### src/khash_pkg.sv
// khash_pkg: shared types, constants and round functions of the keyed ARX hash
`timescale 1ns / 1ps
`default_nettype none

package khash_pkg;

  typedef logic [31:0] word_t;
  typedef logic [7:0]  len_t;
  typedef logic [2:0]  count_t;

  // four chaining words, index 0 in the low bits
  typedef logic [3:0][31:0] chain_t;

  // one message handed over to finalization
  typedef struct packed {
    chain_t chain;
    word_t  fin_word;
  } fin_item_t;

  // configuration register indexes
  localparam logic REG_KEY_LOW  = 1'b0;
  localparam logic REG_KEY_HIGH = 1'b1;

  // initialization constants
  localparam word_t INIT0 = 32'h736f6d65;
  localparam word_t INIT1 = 32'h326f7261;
  localparam word_t INIT2 = 32'h6c796765;
  localparam word_t INIT3 = 32'h74653262;

  // xor into chain word 2 at the start of finalization
  localparam word_t FIN_MARK = 32'h000000ff;

  // bytes per full word
  localparam count_t FULL_BYTES = 3'd4;

  function automatic word_t rotl(input word_t x, input int unsigned amt);
    return (x << amt) | (x >> (32 - amt));
  endfunction

  function automatic chain_t init_chain(input word_t k0, input word_t k1);
    chain_t c;
    c[0] = k0 ^ INIT0;
    c[1] = k1 ^ INIT1;
    c[2] = k0 ^ INIT2;
    c[3] = k1 ^ INIT3;
    return c;
  endfunction

  // one round: two half rounds
  function automatic chain_t mix_round(input chain_t c);
    word_t v0;
    word_t v1;
    word_t v2;
    word_t v3;
    chain_t r;
    v0 = c[0];
    v1 = c[1];
    v2 = c[2];
    v3 = c[3];
    // first half round on (v0, v1, v2, v3)
    v0 = v0 + v1;
    v2 = v2 + v3;
    v1 = rotl(v1, 5) ^ v0;
    v3 = rotl(v3, 8) ^ v2;
    v0 = rotl(v0, 16);
    // second half round on (v2, v1, v0, v3)
    v2 = v2 + v1;
    v0 = v0 + v3;
    v1 = rotl(v1, 7) ^ v2;
    v3 = rotl(v3, 13) ^ v0;
    v2 = rotl(v2, 16);
    r[0] = v0;
    r[1] = v1;
    r[2] = v2;
    r[3] = v3;
    return r;
  endfunction

  function automatic chain_t compress(input chain_t c, input word_t m);
    chain_t t;
    t = c;
    t[3] = t[3] ^ m;
    t = mix_round(t);
    t[0] = t[0] ^ m;
    return t;
  endfunction

endpackage

`default_nettype wire

### src/keyed_arx_hash32_stream.sv
// keyed_arx_hash32_stream: keyed 32-bit ARX stream hash, one word per unstalled cycle
//
//  channel  | handshake              | payload
//  ---------+------------------------+------------------------------------------
//  s_axis   | s_axis_tvalid/tready   | tdata: data_word, byte_count; tlast: last
//  m_axis   | m_axis_tvalid/tready   | tdata: hash_value
//  cfg      | cfg_we                 | cfg_index, cfg_data (key words)
//
// One word is taken per cycle unless a last word waits on finalization; the
// chaining words go through one round per cycle in the input stage, which is
// the only feedback loop. A last word hands its state to the finalization
// pipeline, whose registers st0 to st3 and result hold while m_axis stalls.
// Output stalls reach s_axis only once the finalization pipeline is full and a
// last word waits; ordinary words never wait on the output.
// Reset (rst, synchronous) clears the keys to zero and all valid flags.

`timescale 1ns / 1ps
`default_nettype none

module keyed_arx_hash32_stream
  import khash_pkg::*;
(
  input  wire logic        clk,
  input  wire logic        rst,
  input  wire logic        s_axis_tvalid,
  output logic             s_axis_tready,
  input  wire logic [39:0] s_axis_tdata,  // data_word [31:0], byte_count [34:32], zeros
  input  wire logic        s_axis_tlast,
  output logic             m_axis_tvalid,
  input  wire logic        m_axis_tready,
  output logic [31:0]      m_axis_tdata,  // hash_value [31:0]
  input  wire logic        cfg_we,
  input  wire logic        cfg_index,
  input  wire logic [31:0] cfg_data
);

  word_t     key_low;
  word_t     key_high;
  chain_t    chain;
  len_t      len;
  logic      in_v;
  word_t     in_word;
  count_t    in_cnt;
  logic      in_last;
  logic      in_go;
  logic      consume;
  logic      full_word;
  logic      fin_ready;
  chain_t    base_chain;
  count_t    len_inc;
  len_t      len_sum;
  logic [23:0] tail;
  fin_item_t fin_item;

  // input stage can drain unless a last word waits on finalization
  assign in_go         = !in_last || fin_ready;
  assign consume       = in_v && in_go;
  assign s_axis_tready = !in_v || in_go;

  // compression and tail packing
  always_comb begin
    full_word  = !in_last || in_cnt[2];
    base_chain = full_word ? compress(chain, in_word) : chain;
    len_inc    = full_word ? FULL_BYTES : in_cnt;
    len_sum    = len + {5'd0, len_inc};
    case (in_cnt[1:0])
      2'd1:    tail = {16'd0, in_word[7:0]};
      2'd2:    tail = {8'd0, in_word[15:0]};
      2'd3:    tail = in_word[23:0];
      default: tail = 24'd0;
    endcase
    if (full_word) tail = 24'd0;
    fin_item.chain    = base_chain;
    fin_item.fin_word = {len_sum, tail};
  end

  // input register
  always_ff @(posedge clk) begin
    if (rst) begin
      in_v <= 1'b0;
    end else if (s_axis_tvalid && s_axis_tready) begin
      in_v <= 1'b1;
    end else if (consume) begin
      in_v <= 1'b0;
    end
  end

  always_ff @(posedge clk) begin
    if (s_axis_tvalid && s_axis_tready) begin
      in_word <= s_axis_tdata[31:0];
      in_cnt  <= s_axis_tdata[34:32];
      in_last <= s_axis_tlast;
    end
  end

  // keys, chaining words and length
  always_ff @(posedge clk) begin
    if (rst) begin
      key_low  <= '0;
      key_high <= '0;
      chain    <= init_chain('0, '0);
      len      <= '0;
    end else if (cfg_we) begin
      case (cfg_index)
        REG_KEY_LOW: begin
          key_low <= cfg_data;
          chain   <= init_chain(cfg_data, key_high);
        end
        REG_KEY_HIGH: begin
          key_high <= cfg_data;
          chain    <= init_chain(key_low, cfg_data);
        end
        default: chain <= init_chain(key_low, key_high);
      endcase
      len <= '0;
    end else if (consume) begin
      if (in_last) begin
        chain <= init_chain(key_low, key_high);
        len   <= '0;
      end else begin
        chain <= base_chain;
        len   <= len_sum;
      end
    end
  end

  khash_fin_pipe u_fin (
    .clk       (clk),
    .rst       (rst),
    .in_valid  (in_v && in_last),
    .in_ready  (fin_ready),
    .in_item   (fin_item),
    .out_valid (m_axis_tvalid),
    .out_ready (m_axis_tready),
    .out_hash  (m_axis_tdata)
  );

  // a finished message leaves the chain at the key's start value
  a_reinit_after_last: assert property (@(posedge clk) disable iff (rst)
    (consume && in_last && !cfg_we) |=>
      (chain == init_chain(key_low, key_high) && len == '0))
    else $error("chain not reinitialized after last word");

  // an ordinary word adds four bytes
  a_len_step: assert property (@(posedge clk) disable iff (rst)
    (consume && !in_last && !cfg_we) |=> (len == $past(len) + 8'd4))
    else $error("length did not advance by four");

  // only a waiting last word can hold off the input
  a_stall_cause: assert property (@(posedge clk) disable iff (rst)
    !s_axis_tready |-> (in_v && in_last && !fin_ready))
    else $error("input stalled without a blocked last word");

endmodule

`default_nettype wire

### src/khash_fin_pipe.sv
// khash_fin_pipe: finalization pipeline, input register st0, then one round per stage
`timescale 1ns / 1ps
`default_nettype none

module khash_fin_pipe
  import khash_pkg::*;
(
  input  wire logic      clk,
  input  wire logic      rst,
  input  wire logic      in_valid,
  output logic           in_ready,
  input  wire fin_item_t in_item,
  output logic           out_valid,
  input  wire logic      out_ready,
  output word_t          out_hash
);

  fin_item_t st0;
  chain_t    st1;
  chain_t    st2;
  chain_t    st3;
  logic      v0;
  logic      v1;
  logic      v2;
  logic      v3;
  logic      rdy1;
  logic      rdy2;
  logic      rdy3;
  logic      rdy_out;
  chain_t    fin_chain;
  chain_t    last_chain;

  // ready ripples back from the result register
  assign rdy_out  = !out_valid || out_ready;
  assign rdy3     = !v3 || rdy_out;
  assign rdy2     = !v2 || rdy3;
  assign rdy1     = !v1 || rdy2;
  assign in_ready = !v0 || rdy1;

  // tail word compression, final marker and last round
  always_comb begin
    fin_chain    = compress(st0.chain, st0.fin_word);
    fin_chain[2] = fin_chain[2] ^ FIN_MARK;
    last_chain   = mix_round(st3);
  end

  // stage valids
  always_ff @(posedge clk) begin
    if (rst) begin
      v0        <= 1'b0;
      v1        <= 1'b0;
      v2        <= 1'b0;
      v3        <= 1'b0;
      out_valid <= 1'b0;
    end else begin
      if (in_ready) v0 <= in_valid;
      if (rdy1) v1 <= v0;
      if (rdy2) v2 <= v1;
      if (rdy3) v3 <= v2;
      if (rdy_out) out_valid <= v3;
    end
  end

  // stage payloads
  always_ff @(posedge clk) begin
    if (in_ready && in_valid) st0 <= in_item;
    if (rdy1 && v0) st1 <= fin_chain;
    if (rdy2 && v1) st2 <= mix_round(st1);
    if (rdy3 && v2) st3 <= mix_round(st2);
    if (rdy_out && v3) begin
      out_hash <= last_chain[0] ^ last_chain[1] ^ last_chain[2] ^ last_chain[3];
    end
  end

  // backpressure reaches the input only when every stage is full
  a_full_when_blocked: assert property (@(posedge clk) disable iff (rst)
    !in_ready |-> (v0 && v1 && v2 && v3 && out_valid))
    else $error("finalization input blocked with an empty stage");

  // a stalled last stage keeps its item
  a_last_stage_holds: assert property (@(posedge clk) disable iff (rst)
    (v3 && !rdy_out) |=> (v3 && $stable(st3)))
    else $error("last round stage lost its item under stall");

endmodule

`default_nettype wire
### config.mk
export PLATFORM = sky130hd
export DESIGN_NAME = keyed_arx_hash32_stream
export DESIGN_NICKNAME = d
export VERILOG_FILES = /design/src/khash_pkg.sv /design/src/keyed_arx_hash32_stream.sv /design/src/khash_fin_pipe.sv
export SDC_FILE = /design/constraint.sdc
export NUM_CORES = 2
export LEC_CHECK = 0
export BUFFER_PORTS_ARGS = -buffer_cell sky130_fd_sc_hd__buf_2
export CAP_MARGIN = 20
export CORE_UTILIZATION = 42
export CTS_BUF_LIST = sky130_fd_sc_hd__clkbuf_8
export DETAILED_ROUTE_END_ITERATION = 6
export PLACE_DENSITY_LB_ADDON = 0.08
export SYNTH_ARGS = -nofsm -noshare
export SYNTH_HDL_FRONTEND = slang
export SYNTH_SLANG_ARGS = --single-unit
### constraint.sdc
create_clock -name clk -period 33.7 [get_ports clk]
set_input_delay 6.74 -clock clk [delete_from_list [all_inputs] [get_ports clk]]
set_output_delay 6.74 -clock clk [all_outputs]
set_load 0.01 [all_outputs]
== Word level (Yosys, flattened, before mapping) ==
Cells that the tools add are included.
Storage, ports and cells
  bits of input ports: 79
  register bits: 818
  word-level logic and storage cells: 164
Cells by class
  bitwise operators: 67
  eq/ne operators: 3
  reduce and logical (&&, ||, !) cells: 28
  add/sub/neg operators: 21
  muxes and demuxes: 10
Operators by type and width (number)
  32-bit XOR: 27
  32-bit adder: 20
  128-bit 2-to-1 mux: 4
  32-bit by 16-bit bitwise OR with 32-bit output: 10
  128-bit one-hot mux with 2 select lines: 1
  32-bit by 13-bit bitwise OR with 32-bit output: 5
  32-bit by 5-bit bitwise OR with 32-bit output: 5
  32-bit by 7-bit bitwise OR with 32-bit output: 5
  32-bit by 8-bit bitwise OR with 32-bit output: 5
  24-bit one-hot mux with 3 select lines: 1
  20-bit NOT: 2
  18-bit NOT: 2
  16-bit NOT: 2
  14-bit NOT: 2
  8-bit by 3-bit adder with 8-bit output: 1
  1-bit logical AND: 8
  1-bit logical OR: 8
  8-bit 2-to-1 mux: 1
  8-bit NOT: 1
  1-bit logical NOT: 7
  2-bit equality test (second input constant): 2
  2-bit AND reduction: 2
  2-bit nonzero test: 2
  3-bit 2-to-1 mux: 1
  4 further kinds: 5

== Logic depth before layout (Yosys ltp) ==
  depth in word-level cells: 10
  mapped depth: 30
  mapped depth without buffers: 30

== Modules after synthesis ==
From an unflattened synthesis, not the netlist that was laid out.
Second synthesis, totals
  cell total of the unflattened synthesis: 6842
  area, all modules: 65749.3 um2
Modules (own cells, without submodules)
  khash_fin_pipe: area an instance 45756.4 um2, seq. area each 17396.7 um2, cells each 4262, instances 1
  keyed_arx_hash32_stream: area an instance 19992.9 um2, seq. area each 5104.9 um2, cells each 2580, instances 1

== Worst setup path after synthesis ==
Ideal clock, no wire load.
  kind: in2reg
  start point: in m_axis_tready
  end point: reg u_fin.st1[0] (netlist bit), enable pin
  cell stages on the path: 3
  setup slack: 16604 ps
  data required time: 32889 ps
  setup time: 811 ps
  data arrival time: 16285 ps
  cell sequence: nor2b_1 and3_1 a21boi_0
On the way
  word-level cells in the longest chain between the ends: 5
Ends and longest elaborated chain
  from (decl): line keyed_arx_hash32_stream.sv:30  | input wire logic m_axis_tready,
  1-bit logical OR: line khash_fin_pipe.sv:34  | assign rdy_out = !out_valid || out_ready;
  1-bit logical OR: line khash_fin_pipe.sv:35  | assign rdy3 = !v3 || rdy_out;
  1-bit logical OR: line khash_fin_pipe.sv:36  | assign rdy2 = !v2 || rdy3;
  1-bit logical OR: line khash_fin_pipe.sv:37  | assign rdy1 = !v1 || rdy2;
  1-bit logical AND: line khash_fin_pipe.sv:67  | if (rdy1 && v0) st1 <= fin_chain;
  to (signal assigned): line khash_fin_pipe.sv:67
  to (decl): line khash_fin_pipe.sv:19  | chain_t st1;
Every way passes these cells.
A chain may end at the register's enable or synchronous reset.

== Final worst setup path ==
  start point: in m_axis_tready
  end point: out s_axis_tready
On the way
  word-level cells in the longest chain between the ends: 7
Ends and longest elaborated chain
  1-bit logical OR: line khash_fin_pipe.sv:34
  1-bit logical OR: line khash_fin_pipe.sv:35
  1-bit logical OR: line khash_fin_pipe.sv:36
  1-bit logical OR: line khash_fin_pipe.sv:37
  1-bit logical OR: line khash_fin_pipe.sv:38  | assign in_ready = !v0 || rdy1;
  1-bit logical OR: line keyed_arx_hash32_stream.sv:56  | assign in_go = !in_last || fin_ready;
  1-bit logical OR: line keyed_arx_hash32_stream.sv:58  | assign s_axis_tready = !in_v || in_go;
  to (decl): line keyed_arx_hash32_stream.sv:26  | output logic s_axis_tready,
Every way passes these cells.

==> results_dict.tcl <==
set metrics [dict create \
    run_status "completed" \
    critPathMaxStageDelay_ns 0.50 \
    hold_end "key_low[10]$_SDFFE_PP0P_" \
    initial_utilization_pct 42.30 \
    clk_latency_ns 0.94 \
    r2r-end "u_fin.st0[156]$_DFFE_PP_" \
    grt_use_total_pct 35.73 \
    cp_top_family "simple AND/OR/NAND/NOR gates" \
    tns_ns 0 \
    first_pass_iters 6 \
    die_area_mm2 0.1524 \
    synth_fa_ha_area_share_pct 12.38 \
    antenna_found_initial 9 \
    startpoint_type "input pin" \
    final_cells 8926 \
    synth-seq-cells 818 \
    synth_top_family_by_area "compound AO/OA/AOI/OAI gates" \
    cp.buffers_inverters 2 \
    grt_overflow 0 \
    wire_per_inst_um 31.08 \
    finalSetupViolCount 0 \
    cp.depth 6 \
    yosysSeqAreaShare_pct 35.52 \
    hold_buffers 0 \
    hold_slack_ns 0.4540 \
    drt_iter0_drc 5493 \
    crit_type "in2out" \
    area_growth_pct 9.539 \
    die_width_um 390.4 \
    place_congestion 1.081 \
    fin_area_mm2 0.06940 \
    cts_tree "done" \
    final_layout_size_suffix_gt1_share_pct 6.880 \
    min_from "key_low[10]$_SDFFE_PP0P_" \
    synth_xor_area_share_pct 18.93 \
    holdPathStages 2 \
    dp_hpwl_um 230600 \
    synth-compound-area-share_pct 19.38 \
    fmax_ghz 0.06511 \
    synthDistinctLibCells 111 \
    cts_sinks 818 \
    rsz0062_at_grt "false" \
    grt_first_pass_wirelength_um 378100 \
    cp-end-kind "output port" \
    via_per_inst 5.897 \
    drv_cap 0 \
    hold_viol_final 0 \
    slew_violations 0 \
    syn_avg_cell_area_um2 9.596 \
    synth_ff_type "edfxtp_1" \
    cts_made_buffers 154 \
    path_clk_slew_ns 0.06 \
    cts_setup_buffers 0 \
    slew_headroom_pct 12.34 \
    dp_cells 8634 \
    wirelength_um 277400 \
    r2r_start "chain[32]$_SDFFE_PP1P_" \
    finalCritPeriodShare_pct 45.57 \
    grt_start_max_net_pins 83 \
    worstRegToRegCells 27 \
    clock_path_buffers 3 \
    path_max_fanout 6 \
    ys_async_sr_fraction_pct 0 \
    yosys-mux-area-fraction_pct 0.7623 \
    layout.nets 7470 \
    crit_chain "buf_2 -> nor2b_1 -> and3_1 -> and3_1 -> nand3_1 -> buf_2" \
    grt_pass1_vias 49506 \
    cp_slowest_cell "nor2b_1" \
    min_period_ns 15.36 \
    synth-simple-area-share_pct 11.08 \
    yosys_warnings 0 \
    cts-htree-levels 4 \
    netlist_instances 6602 \
    r2r_slack_ns 25.64 \
    post_dp_cell_area_mm2 0.06635 \
    syn_nets 7294 \
    postCtsResizedCells 0 \
    synth_edf_count 612 \
    coreArea_mm2 0.1498 \
    antenna_left 0 \
    fp-row-count 142 \
    drc_errors 0 \
    worstPathRequired_ns 26.96 \
    numPortBuffers 107 \
    worstPathArrival_ns 8.62 \
    fillCellCount 14653 \
    die_h_um 390.4 \
    tightest_slew_ns 1.301 \
    skew_ns 0.05709 \
    netlist_area_mm2 0.06335 \
    io_pins 113 \
    hold_path_class "reg2reg" \
    cts-root-buf "clkbuf_8" \
    vias 52639 \
]
[per-layer routing]
layer	vias to the layer above	GRT usage (%)	share of wire, %
met1	25458	44.23	40
met4	6	27.32	8.8
met2	2199	56.38	45
met5	-	0	0.013
met3	623	4.951	5.9
li1	24353	-	-
[layout make-up]
class                      instances  area (um2)  area share [%]
multi-input combinational       5454       39710           57.22
sequential                       818       22500           32.42
tap                             2016        2522           3.635
clock buffer                     163        2243           3.233
timing repair buffer             158       924.6           1.332
clock inverter                   119       759.5           1.094
inverter                         192       723.2           1.042
antenna                            6       15.01         0.02164
[flip-flops by register name, summed over array words and instances, names as in the netlist, 3 cells and up]
register        count
u_fin.st0         160
chain             128
u_fin.st1         128
u_fin.st2         128
u_fin.st3         128
in_word            32
key_high           32
key_low            32
u_fin.out_hash     32
len                 8
in_cnt              3
[synthesized netlist by cell type (36+ instances only)]
cell type,count,area [um2]
a21o_1,289,2170
nand3_1,110,550.5
o21ai_0,290,1451
a211o_1,39,341.6
edfxtp_1,612,18380
nand2_1,531,1993
nor2b_1,70,437.9
xor2_1,730,6394
inv_1,191,716.9
o21a_1,105,788.3
dfxtp_1,206,4124
and2_1,36,225.2
clkbuf_1,114,427.9
nor2_1,473,1775
nand2b_1,66,412.9
o21bai_1,76,570.6
ha_1,593,7420
o21ai_1,39,195.2
a21oi_1,689,3448
and3_1,63,394.1
a211oi_1,65,488.0
nor3_1,79,395.4
a31oi_1,43,269.0
xnor2_1,574,5027
[cells in the final DEF, fill, tap and decap left out, types with 110 or more instances in the layout]
master / instances
xor2_1: 730
a21oi_1: 689
edfxtp_1: 612
ha_1: 593
xnor2_1: 574
nand2_1: 529
nor2_1: 467
a21o_1: 289
o21ai_0: 289
inv_1: 238
dfxtp_1: 206
clkbuf_8: 163
nand3_1: 110
[through the flow]
| stage | utilization, % | setup slack, ns |
|---|---|---|
| 6_report | 46.33 | 18.34 |
| 4_1_cts | 46.30 | 18.30 |
| 3_3_place_gp | 44.30 | 18.33 |
| 2_1_floorplan | - | 16.60 |
| 3_5_place_dp | 44.30 | 18.31 |
| 5_1_grt | 46.33 | 18.23 |
[kinds of logic after synthesis]
logic type | Yosys count
and+or+nand+nor | 1544
xor gates and xnor gates | 1330
muxes | 46
adders and majority gates | 615
buffers and inverters | 330
AOI/OAI and AO/OA | 1919
DFF | 818
[worst min-delay path, cell delays in order (launching register included)]
cell	delay, ns
dfxtp_1	0.31
nand2_1	0.05
a21oi_1	0.05
[worst max path at each step]
stage / startpoint / to
6_report: m_axis_tready / s_axis_tready
4_1_cts: m_axis_tready / s_axis_tready
3_5_place_dp: m_axis_tready / s_axis_tready
5_1_grt: m_axis_tready / s_axis_tready
2_1_floorplan: m_axis_tready / u_fin.st1[0]$_DFFE_PP_
3_3_place_gp: m_axis_tready / s_axis_tready
Power is not shown: default switching activity piles up to over one toggle a cycle in this logic, so the estimate is an artifact.
